**config.mk**
```make
export PLATFORM = sky130hd
export DESIGN_NAME = register_rename_unit_core
export DESIGN_NICKNAME = d
export VERILOG_FILES = /design/src/rtl/core/rru_pkg.sv /design/src/rtl/core/rru_ram.sv /design/src/rtl/core/rru_free_enc.sv /design/src/rtl/core/register_rename_unit_core.sv
export VERILOG_INCLUDE_DIRS = /design/src /design/src/rtl/core
export SDC_FILE = /design/constraint.sdc
export NUM_CORES = 1
export LEC_CHECK = 0
export BUFFER_PORTS_ARGS = -buffer_cell sky130_fd_sc_hd__buf_2
export CORE_MARGIN = 10
export CORE_UTILIZATION = 50
export DETAILED_ROUTE_END_ITERATION = 10
export PLACE_DENSITY = 0.66
export SLEW_MARGIN = 20
export SYNTH_ARGS = -nofsm -noshare
export SYNTH_HDL_FRONTEND = slang
export SYNTH_SLANG_ARGS = --single-unit
```
**constraint.sdc**
```tcl
create_clock -name clock -period 10.65 [get_ports clock]
set_clock_uncertainty 0.2 [all_clocks]
set_input_delay 2.13 -clock clock [delete_from_list [all_inputs] [get_ports clock]]
set_output_delay 2.13 -clock clock [all_outputs]
set_load 0.01 [all_outputs]
```
**src/rtl/core/assert_macros.svh**
```systemverilog
// assertion macros shared by the rtl, empty when synthesizing
`ifndef ASSERT_MACROS_SVH
`define ASSERT_MACROS_SVH

`ifndef SYNTHESIS

// expression holds at every clock edge out of reset
`define ASSERT_ALWAYS(label, expr, msg) \
   label: assert property (@(posedge clock) disable iff (reset) (expr)) else $error(msg);

// antecedent implies consequent in the same cycle
`define ASSERT_IMPLY(label, ante, cons, msg) \
   label: assert property (@(posedge clock) disable iff (reset) (ante) |-> (cons)) \
      else $error(msg);

`else

`define ASSERT_ALWAYS(label, expr, msg)
`define ASSERT_IMPLY(label, ante, cons, msg)

`endif

`endif

```
**src/rtl/core/rru_pkg.sv**
```systemverilog
// shared constants and types for the register rename unit
package rru_pkg;

   localparam int NUM_ARCH_REGS   = 16;
   localparam int NUM_RENAME_REGS = 32;
   localparam int DATA_WIDTH      = 8;

   localparam int ARCH_W = $clog2(NUM_ARCH_REGS);
   localparam int TAG_W  = $clog2(NUM_RENAME_REGS);

   typedef enum logic [2:0] {
      OP_READ   = 3'd0,
      OP_ALLOC  = 3'd1,
      OP_WB     = 3'd2,
      OP_RETIRE = 3'd3,
      OP_INIT   = 3'd4
   } op_type;

   // one rename register entry as held in memory
   typedef struct packed {
      logic [ARCH_W-1:0]     owner;
      logic [DATA_WIDTH-1:0] value;
   } rename_word_type;

   // result of the free-entry search
   typedef struct packed {
      logic             found;
      logic [TAG_W-1:0] idx;
   } free_type;

endpackage

```
**src/rtl/core/rru_ram.sv**
```systemverilog
// generic single-port-write, single-port-read ram with registered read
module rru_ram #(
   parameter int WIDTH = 8,
   parameter int DEPTH = 16
) (
   input  logic                     clock,
   input  logic                     wr_en,
   input  logic [$clog2(DEPTH)-1:0] wr_addr,
   input  logic [WIDTH-1:0]         wr_data,
   input  logic                     rd_en,
   input  logic [$clog2(DEPTH)-1:0] rd_addr,
   output logic [WIDTH-1:0]         rd_data
);

   logic [WIDTH-1:0] mem_ff [DEPTH];

   always_ff @(posedge clock) begin
      if (wr_en) begin
         mem_ff[wr_addr] <= wr_data;
      end
      if (rd_en) begin
         rd_data <= mem_ff[rd_addr];
      end
   end

endmodule

```
**src/rtl/core/rru_free_enc.sv**
```systemverilog
// priority encoder picking the lowest free rename register
module rru_free_enc (
   input  logic [rru_pkg::NUM_RENAME_REGS-1:0] in_use,
   output rru_pkg::free_type                   free
);

   always_comb begin
      free.found = 1'b0;
      free.idx   = '0;
      // scan from the top so the lowest free entry wins
      for (int i = rru_pkg::NUM_RENAME_REGS - 1; i >= 0; i--) begin
         if (!in_use[i]) begin
            free.found = 1'b1;
            free.idx   = rru_pkg::TAG_W'(i);
         end
      end
   end

endmodule

```
**src/rtl/core/register_rename_unit_core.sv**
```systemverilog
// top level of the register rename unit
//
// register rename unit: 16 architectural and 32 rename registers of 8-bit data.
// each request word carries one operation: read source, allocate destination,
// writeback, retire or init of an architectural register; every request gives
// exactly one response word. rename values and owners live in one synchronous
// ram (owner and value packed per entry), architectural values in a second;
// pending flags, latest tags and the valid and in-use bits of the rename
// registers sit in flip-flops so reset clears them at once. an architectural
// value that was never written reads as zero through a per-register written
// bit. an item first reads both rams, then updates the state and writes back,
// and a new request is taken only after the previous one has left its update step. the
// response sits in an output register, so the next request is accepted while
// the previous response still waits; a request only holds in its update step
// when that register is still full and stalled. there is no clearing pass
// after reset.
`include "assert_macros.svh"

module register_rename_unit_core (
   input  logic                           clock,
   input  logic                           reset,
   // request channel
   input  logic                           req_valid,
   output logic                           req_stall,
   input  logic [2:0]                     req_type,
   input  logic [rru_pkg::ARCH_W-1:0]     req_arch_reg,
   input  logic [rru_pkg::TAG_W-1:0]      req_rename_tag,
   input  logic [rru_pkg::DATA_WIDTH-1:0] req_value_in,
   // response channel
   output logic                           rsp_valid,
   input  logic                           rsp_stall,
   output logic                           rsp_ready_res,
   output logic [rru_pkg::DATA_WIDTH-1:0] rsp_value_out,
   output logic [rru_pkg::TAG_W-1:0]      rsp_tag_out,
   output logic                           rsp_full_res
);

   typedef enum logic {
      S_IDLE,
      S_EXEC
   } state_type;

   localparam int NA = rru_pkg::NUM_ARCH_REGS;
   localparam int NR = rru_pkg::NUM_RENAME_REGS;
   localparam int AW = rru_pkg::ARCH_W;
   localparam int TW = rru_pkg::TAG_W;
   localparam int DW = rru_pkg::DATA_WIDTH;
   localparam int RWW = $bits(rru_pkg::rename_word_type);

   // sequencer and captured request
   state_type        state_ff, state_in;
   logic [2:0]       op_ff, op_in;
   logic [AW-1:0]    ar_ff, ar_in;
   logic [TW-1:0]    rt_ff, rt_in;
   logic [DW-1:0]    val_ff, val_in;

   // flip-flop state
   logic [NA-1:0]    arch_pending_ff, arch_pending_in;
   logic [NA-1:0]    arch_written_ff, arch_written_in;
   logic [TW-1:0]    arch_latest_tag_ff [NA];
   logic [TW-1:0]    arch_latest_tag_in [NA];
   logic [NR-1:0]    rename_valid_ff, rename_valid_in;
   logic [NR-1:0]    rename_in_use_ff, rename_in_use_in;

   // response register
   logic             rsp_valid_ff, rsp_valid_in;
   logic             rsp_ready_ff, rsp_ready_in;
   logic [DW-1:0]    rsp_value_ff, rsp_value_in;
   logic [TW-1:0]    rsp_tag_ff, rsp_tag_in;
   logic             rsp_full_ff, rsp_full_in;

   // ram ports
   logic                      ren_wr_en, ren_rd_en;
   logic [TW-1:0]             ren_wr_addr, ren_rd_addr;
   rru_pkg::rename_word_type  ren_wr_word, ren_rd_word;
   logic [RWW-1:0]            ren_rd_bits;
   logic                      arc_wr_en, arc_rd_en;
   logic [AW-1:0]             arc_wr_addr, arc_rd_addr;
   logic [DW-1:0]             arc_wr_data, arc_rd_data;

   rru_pkg::free_type free;

   logic req_ack;
   logic advance;
   logic ar_ok;
   logic rt_ok;
   logic [TW-1:0] pend_tag;
   logic [AW-1:0] owner;

   // rename registers: owner and value per entry
   rru_ram #(
      .WIDTH (RWW),
      .DEPTH (NR)
   ) u_rename_ram (
      .clock   (clock),
      .wr_en   (ren_wr_en),
      .wr_addr (ren_wr_addr),
      .wr_data (ren_wr_word),
      .rd_en   (ren_rd_en),
      .rd_addr (ren_rd_addr),
      .rd_data (ren_rd_bits)
   );

   assign ren_rd_word = rru_pkg::rename_word_type'(ren_rd_bits);

   // architectural register values
   rru_ram #(
      .WIDTH (DW),
      .DEPTH (NA)
   ) u_arch_ram (
      .clock   (clock),
      .wr_en   (arc_wr_en),
      .wr_addr (arc_wr_addr),
      .wr_data (arc_wr_data),
      .rd_en   (arc_rd_en),
      .rd_addr (arc_rd_addr),
      .rd_data (arc_rd_data)
   );

   // lowest free rename register for allocation
   rru_free_enc u_free_enc (
      .in_use (rename_in_use_ff),
      .free   (free)
   );

   // one request in flight; the update step holds while the response is stuck
   assign req_stall = (state_ff != S_IDLE);
   assign req_ack   = req_valid && !req_stall;
   assign advance   = (state_ff == S_EXEC) && (!rsp_valid_ff || !rsp_stall);

   assign ar_ok    = (32'(ar_ff) < NA);
   assign rt_ok    = (32'(rt_ff) < NR);
   assign pend_tag = arch_latest_tag_ff[ar_ff];
   assign owner    = ren_rd_word.owner;

   always_comb begin
      state_in           = state_ff;
      op_in              = op_ff;
      ar_in              = ar_ff;
      rt_in              = rt_ff;
      val_in             = val_ff;
      arch_pending_in    = arch_pending_ff;
      arch_written_in    = arch_written_ff;
      arch_latest_tag_in = arch_latest_tag_ff;
      rename_valid_in    = rename_valid_ff;
      rename_in_use_in   = rename_in_use_ff;
      rsp_valid_in       = rsp_valid_ff;
      rsp_ready_in       = rsp_ready_ff;
      rsp_value_in       = rsp_value_ff;
      rsp_tag_in         = rsp_tag_ff;
      rsp_full_in        = rsp_full_ff;

      ren_wr_en   = 1'b0;
      ren_wr_addr = rt_ff;
      ren_wr_word = ren_rd_word;
      ren_rd_en   = 1'b0;
      ren_rd_addr = req_rename_tag;
      arc_wr_en   = 1'b0;
      arc_wr_addr = ar_ff;
      arc_wr_data = val_ff;
      arc_rd_en   = 1'b0;
      arc_rd_addr = req_arch_reg;

      // response taken downstream
      if (rsp_valid_ff && !rsp_stall) begin
         rsp_valid_in = 1'b0;
      end

      unique case (state_ff)
         S_IDLE: begin
            if (req_ack) begin
               op_in     = req_type;
               ar_in     = req_arch_reg;
               rt_in     = req_rename_tag;
               val_in    = req_value_in;
               ren_rd_en = 1'b1;
               arc_rd_en = 1'b1;
               // a source read looks at the latest rename of its register
               if (req_type == rru_pkg::OP_READ) begin
                  ren_rd_addr = arch_latest_tag_ff[req_arch_reg];
               end
               state_in = S_EXEC;
            end
         end
         S_EXEC: begin
            if (advance) begin
               rsp_valid_in = 1'b1;
               rsp_ready_in = 1'b0;
               rsp_value_in = '0;
               rsp_tag_in   = '0;
               rsp_full_in  = 1'b0;
               state_in     = S_IDLE;
               case (op_ff)
                  rru_pkg::OP_READ: begin
                     if (ar_ok) begin
                        if (!arch_pending_ff[ar_ff]) begin
                           rsp_ready_in = 1'b1;
                           rsp_value_in = arch_written_ff[ar_ff] ? arc_rd_data : '0;
                        end else if (rename_valid_ff[pend_tag]) begin
                           rsp_ready_in = 1'b1;
                           rsp_value_in = ren_rd_word.value;
                        end else begin
                           rsp_tag_in = pend_tag;
                        end
                     end
                  end
                  rru_pkg::OP_ALLOC: begin
                     if (ar_ok) begin
                        if (free.found) begin
                           rename_in_use_in[free.idx]   = 1'b1;
                           rename_valid_in[free.idx]    = 1'b0;
                           arch_latest_tag_in[ar_ff]    = free.idx;
                           arch_pending_in[ar_ff]       = 1'b1;
                           ren_wr_en                    = 1'b1;
                           ren_wr_addr                  = free.idx;
                           ren_wr_word.owner            = ar_ff;
                           ren_wr_word.value            = '0;
                           rsp_tag_in                   = free.idx;
                        end else begin
                           rsp_full_in = 1'b1;
                        end
                     end
                  end
                  rru_pkg::OP_WB: begin
                     // keep the owner, replace the value
                     if (rt_ok && rename_in_use_ff[rt_ff]) begin
                        ren_wr_en            = 1'b1;
                        ren_wr_word.value    = val_ff;
                        rename_valid_in[rt_ff] = 1'b1;
                     end
                  end
                  rru_pkg::OP_RETIRE: begin
                     if (rt_ok && rename_in_use_ff[rt_ff] && rename_valid_ff[rt_ff]) begin
                        if (32'(owner) < NA) begin
                           arc_wr_en              = 1'b1;
                           arc_wr_addr            = owner;
                           arc_wr_data            = ren_rd_word.value;
                           arch_written_in[owner] = 1'b1;
                           // a stale retire leaves a newer rename pending
                           if (arch_latest_tag_ff[owner] == rt_ff) begin
                              arch_pending_in[owner] = 1'b0;
                           end
                        end
                        rename_in_use_in[rt_ff] = 1'b0;
                        rename_valid_in[rt_ff]  = 1'b0;
                     end
                  end
                  rru_pkg::OP_INIT: begin
                     if (ar_ok) begin
                        arc_wr_en              = 1'b1;
                        arch_written_in[ar_ff] = 1'b1;
                     end
                  end
                  default: begin
                     // unknown operation: all-zero response, no change
                  end
               endcase
            end
         end
         default: begin
            state_in = S_IDLE;
         end
      endcase
   end

   always_ff @(posedge clock) begin
      if (reset) begin
         state_ff         <= S_IDLE;
         arch_pending_ff  <= '0;
         arch_written_ff  <= '0;
         rename_valid_ff  <= '0;
         rename_in_use_ff <= '0;
         rsp_valid_ff     <= 1'b0;
         for (int i = 0; i < NA; i++) begin
            arch_latest_tag_ff[i] <= '0;
         end
      end else begin
         state_ff           <= state_in;
         arch_pending_ff    <= arch_pending_in;
         arch_written_ff    <= arch_written_in;
         rename_valid_ff    <= rename_valid_in;
         rename_in_use_ff   <= rename_in_use_in;
         rsp_valid_ff       <= rsp_valid_in;
         arch_latest_tag_ff <= arch_latest_tag_in;
      end
      // payload registers
      op_ff        <= op_in;
      ar_ff        <= ar_in;
      rt_ff        <= rt_in;
      val_ff       <= val_in;
      rsp_ready_ff <= rsp_ready_in;
      rsp_value_ff <= rsp_value_in;
      rsp_tag_ff   <= rsp_tag_in;
      rsp_full_ff  <= rsp_full_in;
   end

   assign rsp_valid     = rsp_valid_ff;
   assign rsp_ready_res = rsp_ready_ff;
   assign rsp_value_out = rsp_value_ff;
   assign rsp_tag_out   = rsp_tag_ff;
   assign rsp_full_res  = rsp_full_ff;

   // a rename register holding a value is always allocated
   `ASSERT_ALWAYS(a_valid_in_use,
      (rename_valid_ff & ~rename_in_use_ff) == '0, "valid entry not in use")

   // a pending architectural register points at a live rename register
   `ASSERT_IMPLY(a_pending_live, (state_ff == S_EXEC) && arch_pending_ff[ar_ff],
      rename_in_use_ff[arch_latest_tag_ff[ar_ff]], "pending register tag not in use")

   // a response only appears after the update cycle of a request
   `ASSERT_IMPLY(a_rsp_from_exec, $rose(rsp_valid_ff), $past(state_ff == S_EXEC), "response without request")

endmodule
```
==> flow_summary.toml, run 1 <==
[run_status]
status = "completed"

[placement]
port-buffer-count = 40
hpwl_um = 60000
placed_cells = 3238
gp_congestion = 0.951

[detailed_routing]
vias_per_cell = 6.50
drt-wirelength-per-cell_um = 27.5
first_iter_violations = 2794
drcViolationCount = 0
totalWireLength_um = 93000
postRouteAntennaNets = 0
num_vias = 22000
first_pass_iters = 6

[sta]
worst_pin_slew_ps = 1250
finalSetupViolCount = 0
max_freq_mhz = 154
maxSlewHeadroom = 0.163
fin_crit_ps = 6500
finalHoldViolations = 0
slew_violations = 0
rsz0062_at_grt = "false"
period_share = 0.610
timing.setup.tns_ps = 0

[global_routing]
grt_pass1_vias = 21600
antenna_found_initial = 0
grt_pass1_wl_um = 139000
grt.total_usage = 0.242
grt_max_degree = 116
grt_overflow = 0

[synth]
async_reset_ff_frac = 0
synth_top_area_cell = "edfxtp_1"
synth_top_area_frac = 0.521
yosysUniqueCellTypes = 78
syn_area_per_cell_um2 = 13.3
syn-num-nets = 2474
netlist_instances = 2450
synthTopCellsByArea = "edfxtp_1 52%, dfxtp_1 11%, mux4_2 8.7%"
syn-cell-area_mm2 = 0.0327
synth_edf_count = 567
synth-warning-count = 0
synthFlopType = "edfxtp_1"
ys_ff_latch = 745
seq_area_frac_synth = 0.630

[pwr]
finalPower_uw = 6440
p_leak_uw = 0.0119
ir_drop_mv = 0.131
p_per_area_mw_per_mm2 = 176

[clock_network]
post_cts_buffers = 0
cts_resized = 0
cts_buffers = 79
ctsHoldBuffers = 0
cts_tree = "yes"
clock-sinks = 745
cts_buffer_depth = 3
cts_root_buffer = "clkbuf_16"
clk_pin_slew_ps = 60
clk_latency_ps = 650
h-tree-depth = 3

[die]
pin_count = 41
die_h_um = 276
die_area_mm2 = 0.0760
die_w_um = 276
rows = 93
core_mm2 = 0.0646
start_util = 0.506

[finish]
nets = 2490
n_antenna_cell = 0
multi_input_area_mm2 = 0.0114
drive_above_1_share = 0.167
final_cells = 3386
fillers = 5087
area_growth_pct = 12.0
final-seq-area_mm2 = 0.0206

[setup_path]
worstSetupEndpointType = "flop"
required_ps = 10930
start_kind = "input port"
path_class = "in -> reg"
arrival_ps = 6790
cp_max_fo = 115

[run]
cap_violations = 0

[min_path]
holdCritPathClass = "reg -> reg"
## cell usage after synthesis, types with 7 or more instances
cell type    n
nor2b_1     20
nand2_1    317
nor3b_1      8
nand4_1     34
dfxtp_1    178
a32oi_1     97
mux4_2     126
o22ai_1     15
nand3_1     54
and3_1       7
a22oi_1     13
buf_1       17
clkbuf_1   119
nand3b_1     7
nor2_1     226
a22o_1       8
nand2b_1    13
mux2_2      14
inv_1       24
nor4b_1     26
buf_2       22
a21oi_1    126
a32o_1       9
edfxtp_1   567
nor3_1      29
a31oi_1     12
o21ai_0     62
and2_1       9
mux2i_1    181
## area by class of cell
class / instances / area share
clock buffer: 104 / 0.0593
clock inverter: 42 / 0.0150
inverter: 24 / 0.00246
multi-input combinational: 1516 / 0.313
sequential: 745 / 0.563
tap: 855 / 0.0292
timing repair buffer: 100 / 0.0186
## through the flow
step | worst slack [ps] | instance area [µm²] | util | hold WS (ps)
after floorplan | 5260 | 32700 | - | 231
after global placement | 3580 | 33700 | 0.522 | 246
after detailed placement | 3510 | 33800 | 0.524 | 260
after CTS | 4190 | 36500 | 0.566 | 273
after global routing | 3750 | 36600 | 0.567 | 298
final | 4150 | 36600 | 0.567 | 274
## metal layers
metal / global-route usage / vias to the layer above / wire length [µm]
li1: - / 9490 / -
met1: 0.327 / 11100 / 37000
met2: 0.387 / 1269 / 44000
met3: 0.0427 / 205 / 8690
met4: 0.0943 / 0 / 3240
met5: 0 / - / 0
## final timing paths
check / end / slack (ps) / startpoint / cells after the start
worst max-delay path: u_rename_ram.rd_data[4]$_DFFE_PP_ / 4150 / req_arch_reg[0] / 11
worst max register to register: u_rename_ram.mem_ff[25][7]$_DFFE_PP_ / 5680 / rt_ff[2]$_DFFE_PP_ / 9
worst min register to register: arch_written_ff[15]$_SDFFE_PP0P_ / 270 / arch_written_ff[15]$_SDFFE_PP0P_ / 2
worst min-delay path: arch_written_ff[15]$_SDFFE_PP0P_ / 270 / arch_written_ff[15]$_SDFFE_PP0P_ / 2
## state kept, by name, summed over array words and instances (netlist names), 3 cells and up
signal	cells
u_rename_ram.mem_ff	384
u_arch_ram.mem_ff	128
arch_latest_tag_ff	80
rename_in_use_ff	32
rename_valid_ff	32
arch_pending_ff	16
arch_written_ff	16
u_rename_ram.rd_data	12
rsp_value_out	8
u_arch_ram.rd_data	8
val_ff	8
rsp_tag_out	5
rt_ff	5
ar_ff	4
op_ff	3
## layout by cell type, fill, tap and decap left out, types with 16 or more instances in the layout
cell type	n
nor2_2	29
buf_2	38
mux2i_1	180
edfxtp_1	567
nor3_1	29
clkbuf_1	16
nor4b_1	26
nor2_1	197
inv_1	24
nand2_1	316
a21oi_1	126
nand4_1	34
a32oi_1	97
dfxtp_1	178
nor2b_1	19
o21ai_0	61
clkbuf_16	80
nand3_1	54
mux4_2	126
buf_4	55
## critical path, stage by stage
cell	delay, ps
buf_4	260
buf_4	680
mux4_2	360
mux2i_1	70
mux2i_1	350
mux2_8	880
buf_4	980
nand2_1	150
a32oi_1	270
nand4_1	300
nor2_1	180
## logic make-up (layout without fill, tap and decap cells)
group	Yosys count	after routing	share of synthesized area
and+or+nand+nor	791	791	0.112
xor gates and xnor gates	5	5	0.00134
AOI/OAI and AO/OA	393	393	0.0815
DFF	745	745	0.630
buffers and inverters	189	270	0.0241
muxes	327	327	0.151
## power by group
| group | total, µW | leakage, µW | switching, µW | internal, µW |
|---|---|---|---|---|
| Sequential | 3210 | 0.00655 | 31.5 | 3180 |
| Clock | 2860 | 0.00133 | 1190 | 1680 |
| Combinational | 362 | 0.00401 | 259 | 104 |
Power figures use the tool's default switching activity.
==> run 2: changes to the inputs <==
clock period = 6.43 ns   (was 10.65 ns; I/O delays follow)
==> run 2 against run 1 <==
Sequential share of layout area fell by 0.075 points. Sequential power rose by 66%. Critical path depth did not move. Register-to-register slack got worse by 4100 ps. Clock power rose by 54%.
==> flow_summary.toml, run 2 (synthesis results as in run 1) <==
[finish]
final_common_cell = "edfxtp_1"
drive_above_1_share = 0.170
area_growth_pct = 12.2
fillers = 5131
n_antenna_cell = 0
nets = 2526
largest_register_ffs = 384
top_regs = "u_rename_ram.mem_ff (384), u_arch_ram.mem_ff (128), arch_latest_tag_ff (80)"
final_area_mm2 = 0.0366
mostFrequentLayoutCells = "567 x edfxtp_1, 316 x nand2_1, 223 x nor2_1"
top_register = "u_rename_ram.mem_ff"

[detailed_routing]
drcViolationCount = 0
first_iter_violations = 3042
num_vias = 22100
vias_per_cell = 6.47
totalWireLength_um = 93600
drt-wirelength-per-cell_um = 27.4
postRouteAntennaNets = 0
first_pass_iters = 6

[clock_network]
clk_pin_slew_ps = 60
cts_root_buffer = "clkbuf_16"
cts_buffer_depth = 3
h-tree-depth = 3
clk_latency_ps = 630
clock-sinks = 745
ctsHoldBuffers = 0
cts_tree = "yes"
cts_buffers = 77
cts_resized = 0
post_cts_buffers = 0

[pwr]
ir_drop_mv = 0.215
pwr-share-comb = 0.057
sw_frac_of_total = 0.230
clockPowerShare = 0.427
p_seq_frac = 0.516
p_leak_uw = 0.0120
switching_power_uw = 2370
p_int_uw = 7950
p_per_area_mw_per_mm2 = 281

[global_routing]
grt.total_usage = 0.245
grt_pass1_wl_um = 139000
grt_pass1_vias = 21500
grt_max_degree = 100
grt_overflow = 0
antenna_found_initial = 2

[setup_path]
required_ps = 6690
path_class = "in -> reg"
slowest_delay_ps = 630
crit_buf_inv = 3
cp_slowest_cell = "buf_4"
cp_cell_sequence = "buf_4 > buf_4 > mux4_2 > mux2i_1 > mux2i_1 > mux2_8 > buf_4 > mux2i_1 > a32oi_1 > nand4_1 > nor2_1"
path_delay_family = "multiplexers"
worst-r2r-cell-count = 7
arrival_ps = 5260
cp_num_cells = 11
worstSetupEndpointType = "flop"
cp_max_fo = 85
start_kind = "input port"

[die]
die_area_mm2 = 0.0760
core_mm2 = 0.0646
die_w_um = 276
start_util = 0.506
die_h_um = 276
pin_count = 41
rows = 93

[placement]
gp_congestion = 0.927
hpwl_um = 60900
port-buffer-count = 40
place_area_mm2 = 0.0341

[sta]
rsz0062_at_grt = "false"
finalHoldViolations = 0
period_share = 0.777
maxSlewHeadroom = 0.238
fin_crit_ps = 5000
max_freq_mhz = 200
finalSetupViolCount = 0
holdWs_ps = 272
worst_pin_slew_ps = 1140
slew_violations = 0
timing.setup.tns_ps = 0

[min_path]
holdCritPathClass = "reg -> reg"
holdPathStages = 2

[run]
cap_violations = 0

[run_status]
status = "completed"
-- run 2: layer usage --
metal / up-vias / track usage / part of all wire
li1: 9552 / - / -
met1: 11100 / 0.329 / 0.40
met2: 1227 / 0.394 / 0.48
met3: 229 / 0.0452 / 0.095
met4: 2 / 0.0887 / 0.033
met5: - / 0 / 0.000075
-- run 2: power groups by stage --
stage / clock network (µW) / registers [µW] / logic (µW)
3_5_place_dp: 0 / 5430 / 577
2_1_floorplan: 0 / 5380 / 384
4_1_cts: 4440 / 5330 / 577
3_3_place_gp: 0 / 5430 / 563
5_1_grt: 4650 / 5320 / 622
6_report: 4400 / 5330 / 588
-- run 2: worst reg2reg max path, cell delays in order, from the launching register on --
cell and delay [ps]:
edfxtp_1 890, nand3b_1 460, o22ai_1 200, or4_1 680
nor4_4 880, buf_4 380, a22oi_1 150, nor2_1 690
-- run 2: final cells by class --
class | instances | area (µm²) | area share
clock buffer | 102 | 2160 | 0.0588
clock inverter | 38 | 347 | 0.00946
inverter | 24 | 90.1 | 0.00246
multi-input combinational | 1516 | 11400 | 0.311
sequential | 745 | 20600 | 0.562
tap | 855 | 1070 | 0.0292
timing repair buffer | 138 | 1000 | 0.0273
-- run 2: metrics by stage --
| step | std cells | power (µW) | worst slack [ps] | utilization |
|---|---|---|---|---|
| 2_1_floorplan | 2450 | 5770 | 1890 | - |
| 3_3_place_gp | 3272 | 5990 | 889 | 0.527 |
| 3_5_place_dp | 3277 | 6000 | 815 | 0.528 |
| 4_1_cts | 3417 | 10300 | 1470 | 0.567 |
| 5_1_grt | 3418 | 10600 | 1280 | 0.567 |
| 6_report | 3418 | 10300 | 1430 | 0.567 |
-- run 2: worst paths after layout --
kind	slack [ps]	endpoint	startpoint
max	1430	u_rename_ram.rd_data[4]$_DFFE_PP_	req_arch_reg[0]
min reg2reg	270	arch_written_ff[12]$_SDFFE_PP0P_	arch_written_ff[12]$_SDFFE_PP0P_
min	270	arch_written_ff[12]$_SDFFE_PP0P_	arch_written_ff[12]$_SDFFE_PP0P_
max reg2reg	1540	u_arch_ram.mem_ff[2][0]$_DFFE_PP_	rt_ff[2]$_DFFE_PP_
